--- config.mk ---
export PLATFORM = sky130hd
export DESIGN_NAME = derailment_stage_monitor_flat
export DESIGN_NICKNAME = d
export VERILOG_FILES = /design/src/rtl/core/dsm_pkg.sv /design/src/rtl/core/dsm_ifs.sv /design/src/rtl/core/derailment_stage_monitor.sv /design/src/flat_wrapper.sv
export SDC_FILE = /design/constraint.sdc
export NUM_CORES = 1
export LEC_CHECK = 0
export BUFFER_PORTS_ARGS = -buffer_cell sky130_fd_sc_hd__buf_2
export CAP_MARGIN = 20
export CORE_MARGIN = 1
export CORE_UTILIZATION = 45
export CTS_CLUSTER_DIAMETER = 100
export DETAILED_ROUTE_END_ITERATION = 7
export MAX_ROUTING_LAYER = met4
export PLACE_DENSITY = 0.65
export SLEW_MARGIN = 10
export SYNTH_ARGS = -nofsm -noshare
export SYNTH_HDL_FRONTEND = slang
export SYNTH_SLANG_ARGS = --single-unit
--- constraint.sdc ---
create_clock -name clk -period 15.6 [get_ports clk]
set_clock_uncertainty 0.05 [all_clocks]
set_input_delay 4.68 -clock clk [delete_from_list [all_inputs] [get_ports clk]]
set_output_delay 4.68 -clock clk [all_outputs]
set_load 0.05 [all_outputs]
--- src/rtl/core/dsm_pkg.sv ---
// Shared types, codes and constants of the derailment stage monitor.
package dsm_pkg;

  // Default number of axle slots
  localparam int MAX_AXLES_DEF = 8;

  // Field widths
  localparam int TIMER_W    = 24;
  localparam int CFG_ADDR_W = 5;
  localparam int CFG_DATA_W = 32;

  // Y/Q limit override: below the threshold the default limit (0.8 in Q4.12) is used
  localparam logic [14:0] YQ_MIN_OVERRIDE = 15'd205;
  localparam logic [15:0] YQ_DEFAULT      = 16'd3277;

  // Configuration register indexes (byte address = 4 * index)
  localparam logic [2:0] REG_ENABLE       = 3'd0;
  localparam logic [2:0] REG_AXLE_COUNT   = 3'd1;
  localparam logic [2:0] REG_YQ_LIMIT     = 3'd2;
  localparam logic [2:0] REG_UNLOAD_LIMIT = 3'd3;
  localparam logic [2:0] REG_DERAIL_DISP  = 3'd4;
  localparam logic [2:0] REG_CLIMB_TIME   = 3'd5;

  // Configuration reset values
  localparam logic       ENABLE_RST     = 1'b1;
  localparam logic [3:0] AXLE_COUNT_RST = 4'd4;

  // Item function codes
  localparam logic FUNC_SAMPLE = 1'b0;
  localparam logic FUNC_RESET  = 1'b1;

  // Vehicle derailment stage
  typedef enum logic [2:0] {
    STG_ON_TRACK = 3'd0,
    STG_WARNING  = 3'd1,
    STG_AXLE     = 3'd2,
    STG_BOGIE    = 3'd3,
    STG_VEHICLE  = 3'd4
  } stage_t;

  // Input item: one axle sample or a stage reset
  typedef struct packed {
    logic               func;
    logic [2:0]         axle_index;
    logic               last_axle;
    logic signed [15:0] yq_left;
    logic signed [15:0] right_yq;
    logic signed [15:0] lateral_position;
    logic [15:0]        load_factor;
    logic               shock_unload;
    logic [15:0]        time_step;
  } dsm_in_t;

  // Result item
  typedef struct packed {
    logic       axle_derailed;
    logic       newly_derailed;
    logic [2:0] stage;
    logic [3:0] derailed_total;
  } dsm_out_t;

endpackage

--- src/rtl/core/dsm_ifs.sv ---
// Valid/ready channel interfaces for the input and result items.
interface dsm_in_if;
  import dsm_pkg::*;

  logic    valid;
  logic    ready;
  dsm_in_t data;

  modport source (output valid, output data, input ready);
  modport sink   (input valid, input data, output ready);
endinterface

interface dsm_out_if;
  import dsm_pkg::*;

  logic     valid;
  logic     ready;
  dsm_out_t data;

  modport source (output valid, output data, input ready);
  modport sink   (input valid, input data, output ready);
endinterface

--- src/rtl/core/derailment_stage_monitor.sv ---
// Derailment stage monitor: per-axle flange-climb timers and vehicle derailment stage.
//
// Usage:
//   in_chan  carries one item per handshake: an axle sample (func = sample) or a
//            reset of stage, timers and axle marks (func = reset).
//   out_chan returns exactly one result item per input item, in order.
//   cfg_*    APB-style register port; register i sits at byte address 4*i.
//            Writing axle_count clears timers, axle marks and tick flags.
// Path: an accepted item is held in the input register and then in the result
//   register, from which it is offered on out_chan.
// Throughput: one item per cycle while out_chan is ready; the whole per-axle update
//   and tick close is a single compare/add stage between input and result registers.
// Stall: when out_chan.ready is low the result register holds, and the input
//   register still takes one more item; in_chan.ready drops only when both
//   registers are full.
// Reset: synchronous, active low rst_n; configuration returns to its reset
//   values, stage goes to on track, timers and marks clear, both item
//   registers empty.
module derailment_stage_monitor #(
  parameter int MAX_AXLES = dsm_pkg::MAX_AXLES_DEF
) (
  input  logic                          clk,
  input  logic                          rst_n,
  dsm_in_if.sink                        in_chan,
  dsm_out_if.source                     out_chan,
  input  logic                          cfg_psel,
  input  logic                          cfg_penable,
  input  logic                          cfg_pwrite,
  input  logic [dsm_pkg::CFG_ADDR_W-1:0] cfg_paddr,
  input  logic [dsm_pkg::CFG_DATA_W-1:0] cfg_pwdata,
  output logic [dsm_pkg::CFG_DATA_W-1:0] cfg_prdata,
  output logic                          cfg_pready
);
  import dsm_pkg::*;

  localparam logic [4:0] MAX_N = 5'(MAX_AXLES);

  // Configuration registers
  logic         enable_r;
  logic [3:0]   axle_count_r;
  logic [14:0]  yq_limit_r;
  logic [15:0]  unload_limit_r;
  logic [14:0]  derail_disp_r;
  logic [23:0]  climb_time_r;

  // Monitor state
  stage_t                 stage_r, stage_nxt;
  logic [TIMER_W-1:0]     timer_r [MAX_AXLES];
  logic [TIMER_W-1:0]     timer_nxt [MAX_AXLES];
  logic [MAX_AXLES-1:0]   axle_off_r, axle_off_nxt;
  logic [3:0]             off_count_r, off_count_nxt;
  logic                   tick_any_off_r, tick_any_off_nxt;
  logic                   tick_warning_r, tick_warning_nxt;

  // Item registers
  logic     in_q_valid_r;
  dsm_in_t  in_q_r;
  logic     out_valid_r;
  dsm_out_t out_r, out_nxt;

  logic     out_free;
  logic     proc;
  logic     accept;
  logic     cfg_wr;
  logic [2:0] cfg_idx;
  logic     cfg_clear;

  // Datapath signals
  logic [4:0]         n_eff;
  logic [4:0]         half_n;
  logic [15:0]        yq_max;
  logic [15:0]        disp;
  logic [15:0]        load;
  logic [15:0]        limit;
  logic               overloaded;
  logic               unloaded;
  logic               climbing;
  logic [TIMER_W-1:0] sel_timer;
  logic               sel_off;
  logic [TIMER_W:0]   timer_sum;
  logic [16:0]        timer_dec;
  logic [TIMER_W-1:0] timer_upd;
  logic               idx_in_n;
  logic               sample_en;
  logic               any_off;
  logic               newly_nxt;
  logic               derailed_sel;

  // Handshake: result register frees when taken, input register drains into it
  assign out_free      = !out_valid_r || out_chan.ready;
  assign proc          = in_q_valid_r && out_free;
  assign in_chan.ready = !in_q_valid_r || proc;
  assign accept        = in_chan.valid && in_chan.ready;
  assign out_chan.valid = out_valid_r;
  assign out_chan.data  = out_r;

  // Configuration port decode
  assign cfg_pready = 1'b1;
  assign cfg_idx    = cfg_paddr[4:2];
  assign cfg_wr     = cfg_psel && cfg_penable && cfg_pwrite && cfg_pready;
  assign cfg_clear  = cfg_wr && (cfg_idx == REG_AXLE_COUNT);

  // Read back registers
  always_comb begin
    case (cfg_idx)
      REG_ENABLE:       cfg_prdata = {31'd0, enable_r};
      REG_AXLE_COUNT:   cfg_prdata = {28'd0, axle_count_r};
      REG_YQ_LIMIT:     cfg_prdata = {17'd0, yq_limit_r};
      REG_UNLOAD_LIMIT: cfg_prdata = {16'd0, unload_limit_r};
      REG_DERAIL_DISP:  cfg_prdata = {17'd0, derail_disp_r};
      REG_CLIMB_TIME:   cfg_prdata = {8'd0, climb_time_r};
      default:          cfg_prdata = '0;
    endcase
  end

  // Write configuration registers
  always_ff @(posedge clk) begin
    if (!rst_n) begin
      enable_r       <= ENABLE_RST;
      axle_count_r   <= AXLE_COUNT_RST;
      yq_limit_r     <= '0;
      unload_limit_r <= '0;
      derail_disp_r  <= '0;
      climb_time_r   <= '0;
    end else if (cfg_wr) begin
      case (cfg_idx)
        REG_ENABLE:       enable_r       <= cfg_pwdata[0];
        REG_AXLE_COUNT:   axle_count_r   <= cfg_pwdata[3:0];
        REG_YQ_LIMIT:     yq_limit_r     <= cfg_pwdata[14:0];
        REG_UNLOAD_LIMIT: unload_limit_r <= cfg_pwdata[15:0];
        REG_DERAIL_DISP:  derail_disp_r  <= cfg_pwdata[14:0];
        REG_CLIMB_TIME:   climb_time_r   <= cfg_pwdata[23:0];
        default:          ;
      endcase
    end
  end

  // Effective axle count, clamped to 1..MAX_AXLES, and the bogie threshold
  always_comb begin
    if (axle_count_r == 4'd0) begin
      n_eff = 5'd1;
    end else if ({1'b0, axle_count_r} > MAX_N) begin
      n_eff = MAX_N;
    end else begin
      n_eff = {1'b0, axle_count_r};
    end
    half_n = (n_eff >> 1) == 5'd0 ? 5'd1 : (n_eff >> 1);
  end

  // Per-sample climb conditions
  always_comb begin
    yq_max = ($signed(in_q_r.yq_left) > $signed(in_q_r.right_yq)) ?
             in_q_r.yq_left : in_q_r.right_yq;
    disp   = in_q_r.lateral_position[15] ? (~in_q_r.lateral_position + 16'd1)
                                         : in_q_r.lateral_position;
    load   = in_q_r.shock_unload ? 16'd0 : in_q_r.load_factor;
    limit  = (yq_limit_r >= YQ_MIN_OVERRIDE) ? {1'b0, yq_limit_r} : YQ_DEFAULT;
    overloaded = ($signed(yq_max) > $signed(limit)) &&
                 ({disp, 1'b0} > {2'b00, derail_disp_r});
    unloaded   = (load < unload_limit_r) && (disp > {1'b0, derail_disp_r});
    climbing   = overloaded || unloaded;
  end

  // Select the sampled axle's timer and mark
  always_comb begin
    sel_timer = '0;
    sel_off   = 1'b0;
    for (int i = 0; i < MAX_AXLES; i++) begin
      if (int'(in_q_r.axle_index) == i) begin
        sel_timer = timer_r[i];
        sel_off   = axle_off_r[i];
      end
    end
  end

  // Rise by dt saturating, or fall by 2*dt down to zero
  always_comb begin
    timer_sum = {1'b0, sel_timer} + {{(TIMER_W - 15){1'b0}}, in_q_r.time_step};
    timer_dec = {in_q_r.time_step, 1'b0};
    if (climbing) begin
      timer_upd = timer_sum[TIMER_W] ? '1 : timer_sum[TIMER_W-1:0];
    end else if (sel_timer > {{(TIMER_W - 17){1'b0}}, timer_dec}) begin
      timer_upd = sel_timer - {{(TIMER_W - 17){1'b0}}, timer_dec};
    end else begin
      timer_upd = '0;
    end
  end

  assign idx_in_n  = {2'b00, in_q_r.axle_index} < n_eff;
  assign sample_en = proc && enable_r && (in_q_r.func == FUNC_SAMPLE) &&
                     (stage_r != STG_VEHICLE);

  // Next state of timers, marks, tick flags and stage
  always_comb begin
    stage_nxt        = stage_r;
    timer_nxt        = timer_r;
    axle_off_nxt     = axle_off_r;
    off_count_nxt    = off_count_r;
    tick_any_off_nxt = tick_any_off_r;
    tick_warning_nxt = tick_warning_r;
    newly_nxt        = 1'b0;
    any_off          = 1'b0;

    if (proc && enable_r && (in_q_r.func == FUNC_RESET)) begin
      // Drop everything back to on track
      stage_nxt        = STG_ON_TRACK;
      timer_nxt        = '{default: '0};
      axle_off_nxt     = '0;
      off_count_nxt    = '0;
      tick_any_off_nxt = 1'b0;
      tick_warning_nxt = 1'b0;
    end else if (sample_en) begin
      // Update the sampled axle
      if (idx_in_n) begin
        if (sel_off) begin
          tick_any_off_nxt = 1'b1;
        end else begin
          for (int i = 0; i < MAX_AXLES; i++) begin
            if (int'(in_q_r.axle_index) == i) begin
              timer_nxt[i] = timer_upd;
              if (timer_upd >= climb_time_r) begin
                axle_off_nxt[i] = 1'b1;
              end
            end
          end
          if (climbing) begin
            tick_warning_nxt = 1'b1;
          end
          if (timer_upd >= climb_time_r) begin
            off_count_nxt    = off_count_r + 4'd1;
            tick_any_off_nxt = 1'b1;
            newly_nxt        = 1'b1;
          end
        end
      end
      // Close the tick: update the vehicle stage
      if (in_q_r.last_axle) begin
        any_off = tick_any_off_nxt || (off_count_nxt != 4'd0);
        if (any_off) begin
          if ({1'b0, off_count_nxt} >= n_eff) begin
            stage_nxt = STG_VEHICLE;
          end else if ({1'b0, off_count_nxt} >= half_n) begin
            stage_nxt = STG_BOGIE;
          end else begin
            stage_nxt = STG_AXLE;
          end
        end else if (tick_warning_nxt) begin
          stage_nxt = STG_WARNING;
        end else if (stage_r == STG_WARNING) begin
          stage_nxt = STG_ON_TRACK;
        end
        tick_any_off_nxt = 1'b0;
        tick_warning_nxt = 1'b0;
      end
    end

    // Axle count write clears the stores, stage kept
    if (cfg_clear) begin
      timer_nxt        = '{default: '0};
      axle_off_nxt     = '0;
      off_count_nxt    = '0;
      tick_any_off_nxt = 1'b0;
      tick_warning_nxt = 1'b0;
    end
  end

  // Build the result item from the updated state
  always_comb begin
    derailed_sel = 1'b0;
    for (int i = 0; i < MAX_AXLES; i++) begin
      if (int'(in_q_r.axle_index) == i) begin
        derailed_sel = axle_off_nxt[i];
      end
    end
    out_nxt.axle_derailed  = derailed_sel;
    out_nxt.newly_derailed = newly_nxt;
    out_nxt.stage          = stage_nxt;
    out_nxt.derailed_total = off_count_nxt;
  end

  // Hold monitor state
  always_ff @(posedge clk) begin
    if (!rst_n) begin
      stage_r        <= STG_ON_TRACK;
      timer_r        <= '{default: '0};
      axle_off_r     <= '0;
      off_count_r    <= '0;
      tick_any_off_r <= 1'b0;
      tick_warning_r <= 1'b0;
    end else begin
      stage_r        <= stage_nxt;
      timer_r        <= timer_nxt;
      axle_off_r     <= axle_off_nxt;
      off_count_r    <= off_count_nxt;
      tick_any_off_r <= tick_any_off_nxt;
      tick_warning_r <= tick_warning_nxt;
    end
  end

  // Advance the item registers
  always_ff @(posedge clk) begin
    if (!rst_n) begin
      in_q_valid_r <= 1'b0;
      out_valid_r  <= 1'b0;
    end else begin
      if (in_chan.ready) begin
        in_q_valid_r <= accept;
      end
      if (out_free) begin
        out_valid_r <= proc;
      end
    end
  end

  // Payload registers
  always_ff @(posedge clk) begin
    if (accept) begin
      in_q_r <= in_chan.data;
    end
    if (proc) begin
      out_r <= out_nxt;
    end
  end

`ifndef NO_ASSERTIONS
  // Derailed count tracks the axle marks
  a_count_matches_marks: assert property (@(posedge clk) disable iff (!rst_n)
    $countones(axle_off_r) == int'(off_count_r))
    else $error("off_count disagrees with axle marks");

  // A newly derailed axle is reported as derailed
  a_newly_implies_marked: assert property (@(posedge clk) disable iff (!rst_n)
    (out_chan.valid && out_chan.data.newly_derailed) |-> out_chan.data.axle_derailed)
    else $error("newly derailed axle not marked");

  // Axle count write leaves the stores clear
  a_axle_count_clears: assert property (@(posedge clk) disable iff (!rst_n)
    cfg_clear |=> (off_count_r == 4'd0) && (axle_off_r == '0) &&
                  !tick_any_off_r && !tick_warning_r)
    else $error("axle count write did not clear the stores");
`endif

endmodule
--- src/flat_wrapper.sv ---
// flat-port wrapper written by rule: the top's interface ports become plain ports
module derailment_stage_monitor_flat import dsm_pkg::*;
#(
  parameter int MAX_AXLES = dsm_pkg::MAX_AXLES_DEF
)
  (clk, rst_n, cfg_psel, cfg_penable, cfg_pwrite, cfg_paddr, cfg_pwdata, cfg_prdata, cfg_pready, in_chan_valid, in_chan_data, in_chan_ready, out_chan_valid, out_chan_data, out_chan_ready);
  dsm_in_if in_chan_i ();
  dsm_out_if out_chan_i ();
  input  logic clk;
  input  logic rst_n;
  input  logic cfg_psel;
  input  logic cfg_penable;
  input  logic cfg_pwrite;
  input  logic [dsm_pkg::CFG_ADDR_W-1:0] cfg_paddr;
  input  logic [dsm_pkg::CFG_DATA_W-1:0] cfg_pwdata;
  output logic [dsm_pkg::CFG_DATA_W-1:0] cfg_prdata;
  output logic cfg_pready;
  input wire logic [$bits(in_chan_i.valid)-1:0] in_chan_valid;
  input wire logic [$bits(in_chan_i.data)-1:0] in_chan_data;
  output wire logic [$bits(in_chan_i.ready)-1:0] in_chan_ready;
  output wire logic [$bits(out_chan_i.valid)-1:0] out_chan_valid;
  output wire logic [$bits(out_chan_i.data)-1:0] out_chan_data;
  input wire logic [$bits(out_chan_i.ready)-1:0] out_chan_ready;
  assign in_chan_i.valid = in_chan_valid;
  assign in_chan_i.data = in_chan_data;
  assign in_chan_ready = in_chan_i.ready;
  assign out_chan_valid = out_chan_i.valid;
  assign out_chan_data = out_chan_i.data;
  assign out_chan_i.ready = out_chan_ready;
  derailment_stage_monitor #(.MAX_AXLES(MAX_AXLES)) u_core (.clk(clk), .rst_n(rst_n), .in_chan(in_chan_i), .out_chan(out_chan_i), .cfg_psel(cfg_psel), .cfg_penable(cfg_penable), .cfg_pwrite(cfg_pwrite), .cfg_paddr(cfg_paddr), .cfg_pwdata(cfg_pwdata), .cfg_prdata(cfg_prdata), .cfg_pready(cfg_pready));
endmodule
======== Word level (Yosys, flattened, before mapping) ========
Index checks and enable logic that the tools add are counted.
cells by class
  add/subtract/negate cells ............... 4
  $mul .................................... 0
  divide/modulo/power cells ............... 0
  magnitude comparators ................... 12
  eq/ne operators ......................... 14
  shift operators ......................... 0
  muxes and demuxes ....................... 85
  bitwise logic cells ..................... 6
  reduce and logical (&&, ||, !) cells .... 38
operator list
  kind                                                                                  number
  24-bit 2-to-1 mux                                                                     11
  24-bit case mux with 6 select lines                                                   1
  16-bit 2-to-1 mux                                                                     3
  1-bit 2-to-1 mux                                                                      46
  4-bit 2-to-1 mux                                                                      10
  8-bit 2-to-1 mux                                                                      5
  16-bit > comparator                                                                   2
  4-bit AND reduction                                                                   8
  24-bit by 16-bit adder with 25-bit output                                             1
  24-bit greater-or-equal comparator                                                    1
  24-bit by 17-bit > comparator with 1-bit output                                       1
  24-bit by 17-bit subtractor with 24-bit output                                        1
  3-bit 2-to-1 mux                                                                      7
  3-bit == test, second input constant                                                  6
  17-bit by 15-bit > comparator with 1-bit output                                       1
  16-bit by 1-bit adder with 16-bit output, second input constant                       1
  16-bit by 15-bit > comparator with 1-bit output                                       1
  16-bit < comparator                                                                   1
  16-bit NOT                                                                            1
  15-bit by 8-bit greater-or-equal comparator with 1-bit output, second input constant  1
  15-bit 2-to-1 mux                                                                     1
  3-bit by 2-bit == test with 1-bit output, second input constant                       4
  2-bit AND reduction                                                                   6
  1-bit logical AND                                                                     11
  other kinds (16)                                                                      28
storage, ports and cells
  register bits after elaboration ......... 381
  bits in latches ......................... 0
  bits in writable memories ............... 0
  bits in read-only memories .............. 0
  input port bits ......................... 130
  output and inout port bits .............. 44
  memories kept ........................... 0

======== Longest topological paths before layout ========
  depth in word-level cells ............... 28
  gate-level depth with buffers ........... 37
  mapped depth without buffers ............ 33

======== Least setup slack after synthesis ========
No wires, ideal clock.
  path type ............................... input -> output
  start ................................... input cfg_paddr[2] (netlist name)
  end ..................................... output cfg_prdata[10] (netlist name)
  data arrival time ....................... 6.781 ns
  required time ........................... 10.870 ns
  setup slack ............................. 4.089 ns
  cell stages on the path ................. 5
  cell sequence ........................... buf_1 clkbuf_1 clkbuf_1 mux2i_1 o22ai_1
between the ends
  word-level cells in the longest chain between the ends .. 2
ends and longest elaborated chain
  what                                     line                             RTL
  start: declaration                       flat_wrapper.sv:14               input logic [dsm_pkg::CFG_ADDR_W-1:0] cfg_paddr;
  3-bit == test (tied with other cells)    derailment_stage_monitor.sv:105  case (cfg_idx)
  24-bit case mux with 6 select lines (*)  derailment_stage_monitor.sv:105
  end: declaration                         flat_wrapper.sv:16               output logic [dsm_pkg::CFG_DATA_W-1:0] cfg_prdata;
Every way passes the cells marked *; elsewhere a longest branch is shown, timed or not.

======== Worst setup path in the final report ========
  start ................................... input cfg_paddr[2] (netlist name)
  end ..................................... output cfg_prdata[3] (netlist name)
The elaborated chain is that of the path after synthesis.

==> metrics.md <==
| Metric | Value |
|---|---|
| Total negative setup slack | 0 ns |
| Total of max-cap violations | 0 |
| Synth unique cells | 97 |
| Top-level I/O count | 174 |
| Slew Limit Headroom | 0.2324 |
| Width of the die | 218.4 um |
| Mapped cell area | 21070 um^2 |
| Yosys reg bits | 381 |
| Sequential cell area fraction in the yosys report | 0.4071 |
| Std cell rows | 78 |
| Final ANT Viol Nets | 0 |
| Period utilisation layout | 0.7101 |
| Post-synth ARST share | 0 |
| CP max FO | 51 |
| Clock buffer depth | 3 |
| Drt pass-1 iters | 5 |
| Vias in the first global route | 17049 |
| DR vias/cell | 5.838 |
| Worst Path Required | 10.87 ns |
| Vias | 17852 |
| Net switching power figure | 0.7303 mW |
| Fin area | 23740 um^2 |
| Final setup fails | 0 |
| Largest net degree at the start of global routing | 100 |
| Die height | 218.4 um |
| Clock sinks | 381 |
| Most used DFF post-synth | dfxtp_1 |
| Placed cell count | 2978 |
| Pwr dens | 106.3 nW/um^2 |
| Power share of the sequential group | 0.415 |
| Pleak | 9.380 nW |
| Post-CTS setup buffer count | 0 |
| # diodes | 0 |
| CP Launch Type | input pin |
| Critical path endpoint category | output pin |
| Final-report hold violation count | 0 |
| Crit path max-delay family | buffers and inverters |
| Placed inst area | 22240 um^2 |
| PostCTS Resize Cnt | 0 |
| Core ar. | 45770 um^2 |
| Commonest cells after routing, fill and taps aside | 372 x nand2_1, 286 x dfxtp_1, 185 x o21ai_0, 154 x buf_2, 142 x ha_1 |
| Min-delay worst type | reg -> reg |
| Mapped Cells | 2320 |
| Post-route minimum period | 11.08 ns |
| VDD IR-drop max | 0.09239 mV |
| First-pass GRT wire length | 95310 um |
| Worst skew pair latency | 0.58 ns |
| Total GRT Usage | 0.2640 |
| Max-slew violation count | 0 |
| Hold Buf Count CTS | 0 |
| TritonCTS clock tree | built |
| Layout cell share with drive strength beyond 1 | 0.1497 |
| RSZ-0062 raised after global routing | no |
| Die area | 47700 um^2 |
| Initial core utilization | 0.4604 |
| Commonest non-fill, non-tap cell in the layout | nand2_1 |
| Logic gate share of total power | 0.172 |
| Detailed Route WL | 61630 um |
| Critical path's most frequent cell | buf_2 |
| TritonCTS Buffers | 42 |
| CP max stage delay | 0.53 ns |
| Total Power | 2.522 mW |
| Outcome | completed |
| Syn avg cell area | 9.084 um^2 |
| Hpwl dp | 43600 um |
| H-tree depth | 2 |
| Final RePlAce weighted congestion | 0.9078 |
| Worst-margin pin slew | 1.151 ns |
| CTS clock-pin slew for the worst setup and hold paths | 0.06 ns |
| Wire per inst | 20.16 um |
| Worst-path cell chain | buf_2, buf_4, nor2b_1, a22oi_1, o22ai_1, buf_2 |
| DRC | 0 |
| Pint | 1.792 mW |
| Fmax | 90.28 MHz |
| WP buf/inv | 3 |
| Buffers on Ports | 154 |
| Pre-CTS setup slack | 4.527 ns |
| First DRT Iteration DRCs | 1571 |
| Switching share of power | 0.2896 |
| Initial antenna violation count | 1 |
| Post-route setup slack | 4.523 ns |
| Synth warnings | 0 |
| Worst endpoint data arrival time | 6.35 ns |
| GR Overflow Total | 0 |
| Clk root buf | clkbuf_16 |
| Area delta synth->final | 12.63% |
| Clock power frac | 0.413 |
| CP max stage cell | buf_4 |
| Finished Layout Cells | 3058 |
| Setup CP Type | in -> out |
| Number of synthesized flops with an enable pin | 95 |
| Nets | 2699 |
-- per-stage QoR --
| step | hold WS [ns] | utilization |
|---|---|---|
| after floorplan | 0.3696 | - |
| after global placement | 0.3788 | 0.4856 |
| after detailed placement | 0.3916 | 0.4859 |
| after CTS | 0.3999 | 0.5177 |
| after global routing | 0.4168 | 0.5186 |
| final | 0.3973 | 0.5186 |
-- synthesized netlist by cell type (18+ instances only) --
cell type | number | share of area
a211oi_1 | 18 | 0.0064
inv_1 | 139 | 0.025
clkbuf_1 | 96 | 0.017
xnor2_1 | 32 | 0.013
edfxtp_1 | 95 | 0.14
o22ai_1 | 23 | 0.0068
o21ai_1 | 35 | 0.0083
o21ai_0 | 185 | 0.044
a31oi_1 | 23 | 0.0068
nor2b_1 | 35 | 0.010
and2_1 | 21 | 0.0062
a21oi_1 | 104 | 0.025
nand3_1 | 117 | 0.028
nand2b_1 | 27 | 0.0080
mux2i_1 | 45 | 0.021
nor2_1 | 78 | 0.014
nand2_1 | 372 | 0.066
nor3_1 | 27 | 0.0064
mux2_2 | 18 | 0.0096
ha_1 | 142 | 0.084
dfxtp_1 | 286 | 0.27
and3_1 | 18 | 0.0053
a21boi_0 | 74 | 0.026
mux4_2 | 35 | 0.037
-- power by group through the flow --
stage | sequential [mW] | clock (mW) | combinational [mW]
after floorplan | 1.07 | 0 | 0.296
after global placement | 1.07 | 0 | 0.415
after detailed placement | 1.07 | 0 | 0.425
after CTS | 1.05 | 1.06 | 0.427
after global routing | 1.05 | 1.10 | 0.471
final | 1.05 | 1.04 | 0.433
-- logic make-up (layout without fill, tap and decap cells) --
kind of cell	count (synthesis)	count (layout)	synth area share
xor+xnor	46	46	0.01912
mux	103	103	0.07208
other cells	2	9	0.0003564
compound gates	614	614	0.1943
fa+ha+maj	144	144	0.08621
buf+inv	265	396	0.05207
flops	381	381	0.4071
simple gates	765	765	0.1689
-- metal layers --
metal,vias up,GRT usage,part of all wire
met4,0,0.09371,0.030
met3,109,0.03633,0.073
met1,8575,0.3470,0.44
li1,8518,-,-
met2,650,0.4139,0.46
met5,-,-,0
-- final timing paths --
check / from / to / slack [ns] / depth (start not counted)
hold / removal: u_core.timer_r[146] / u_core.timer_r[146] / 0.40 / 2
setup / recovery: cfg_paddr[2] / cfg_prdata[3] / 4.52 / 6
setup reg to reg: u_core.in_q_r[80] / u_core.out_chan.data[4] / 5.23 / 30
hold reg to reg: u_core.timer_r[146] / u_core.timer_r[146] / 0.40 / 2
-- worst register-to-register path: cells and delay by family, from the launching register on --
family / cells / cell delay, ns
AOI/OAI and AO/OA: 15 / 6.31
xor gates and xnor gates: 1 / 0.32
adders and majority gates: 4 / 1.26
buffers and inverters: 2 / 0.38
DFF: 1 / 0.44
muxes: 1 / 0.21
and+or+nand+nor: 7 / 1.27
-- area by class of cell --
| type | count | area (um^2) |
|---|---|---|
| multi-input cells | 1681 | 11450 |
| repair buffers | 179 | 980.9 |
| flip-flops and latches | 381 | 8578 |
| inverters | 140 | 525.5 |
| clock inverters | 22 | 241.5 |
| well taps | 600 | 750.7 |
| fillers | 4212 | 22040 |
| clock buffers | 55 | 1212 |
-- flip-flops by register name (all words and copies together), names as in the netlist, 3 cells and up --
register,count
u_core.stage_r,3
u_core.out_chan.data,9
u_core.in_q_r,86
u_core.axle_off_r,8
u_core.timer_r,192
u_core.unload_limit_r,16
u_core.off_count_r,4
u_core.derail_disp_r,15
u_core.climb_time_r,24
u_core.axle_count_r,4
u_core.yq_limit_r,15
Power figures use the tool's default switching activity.
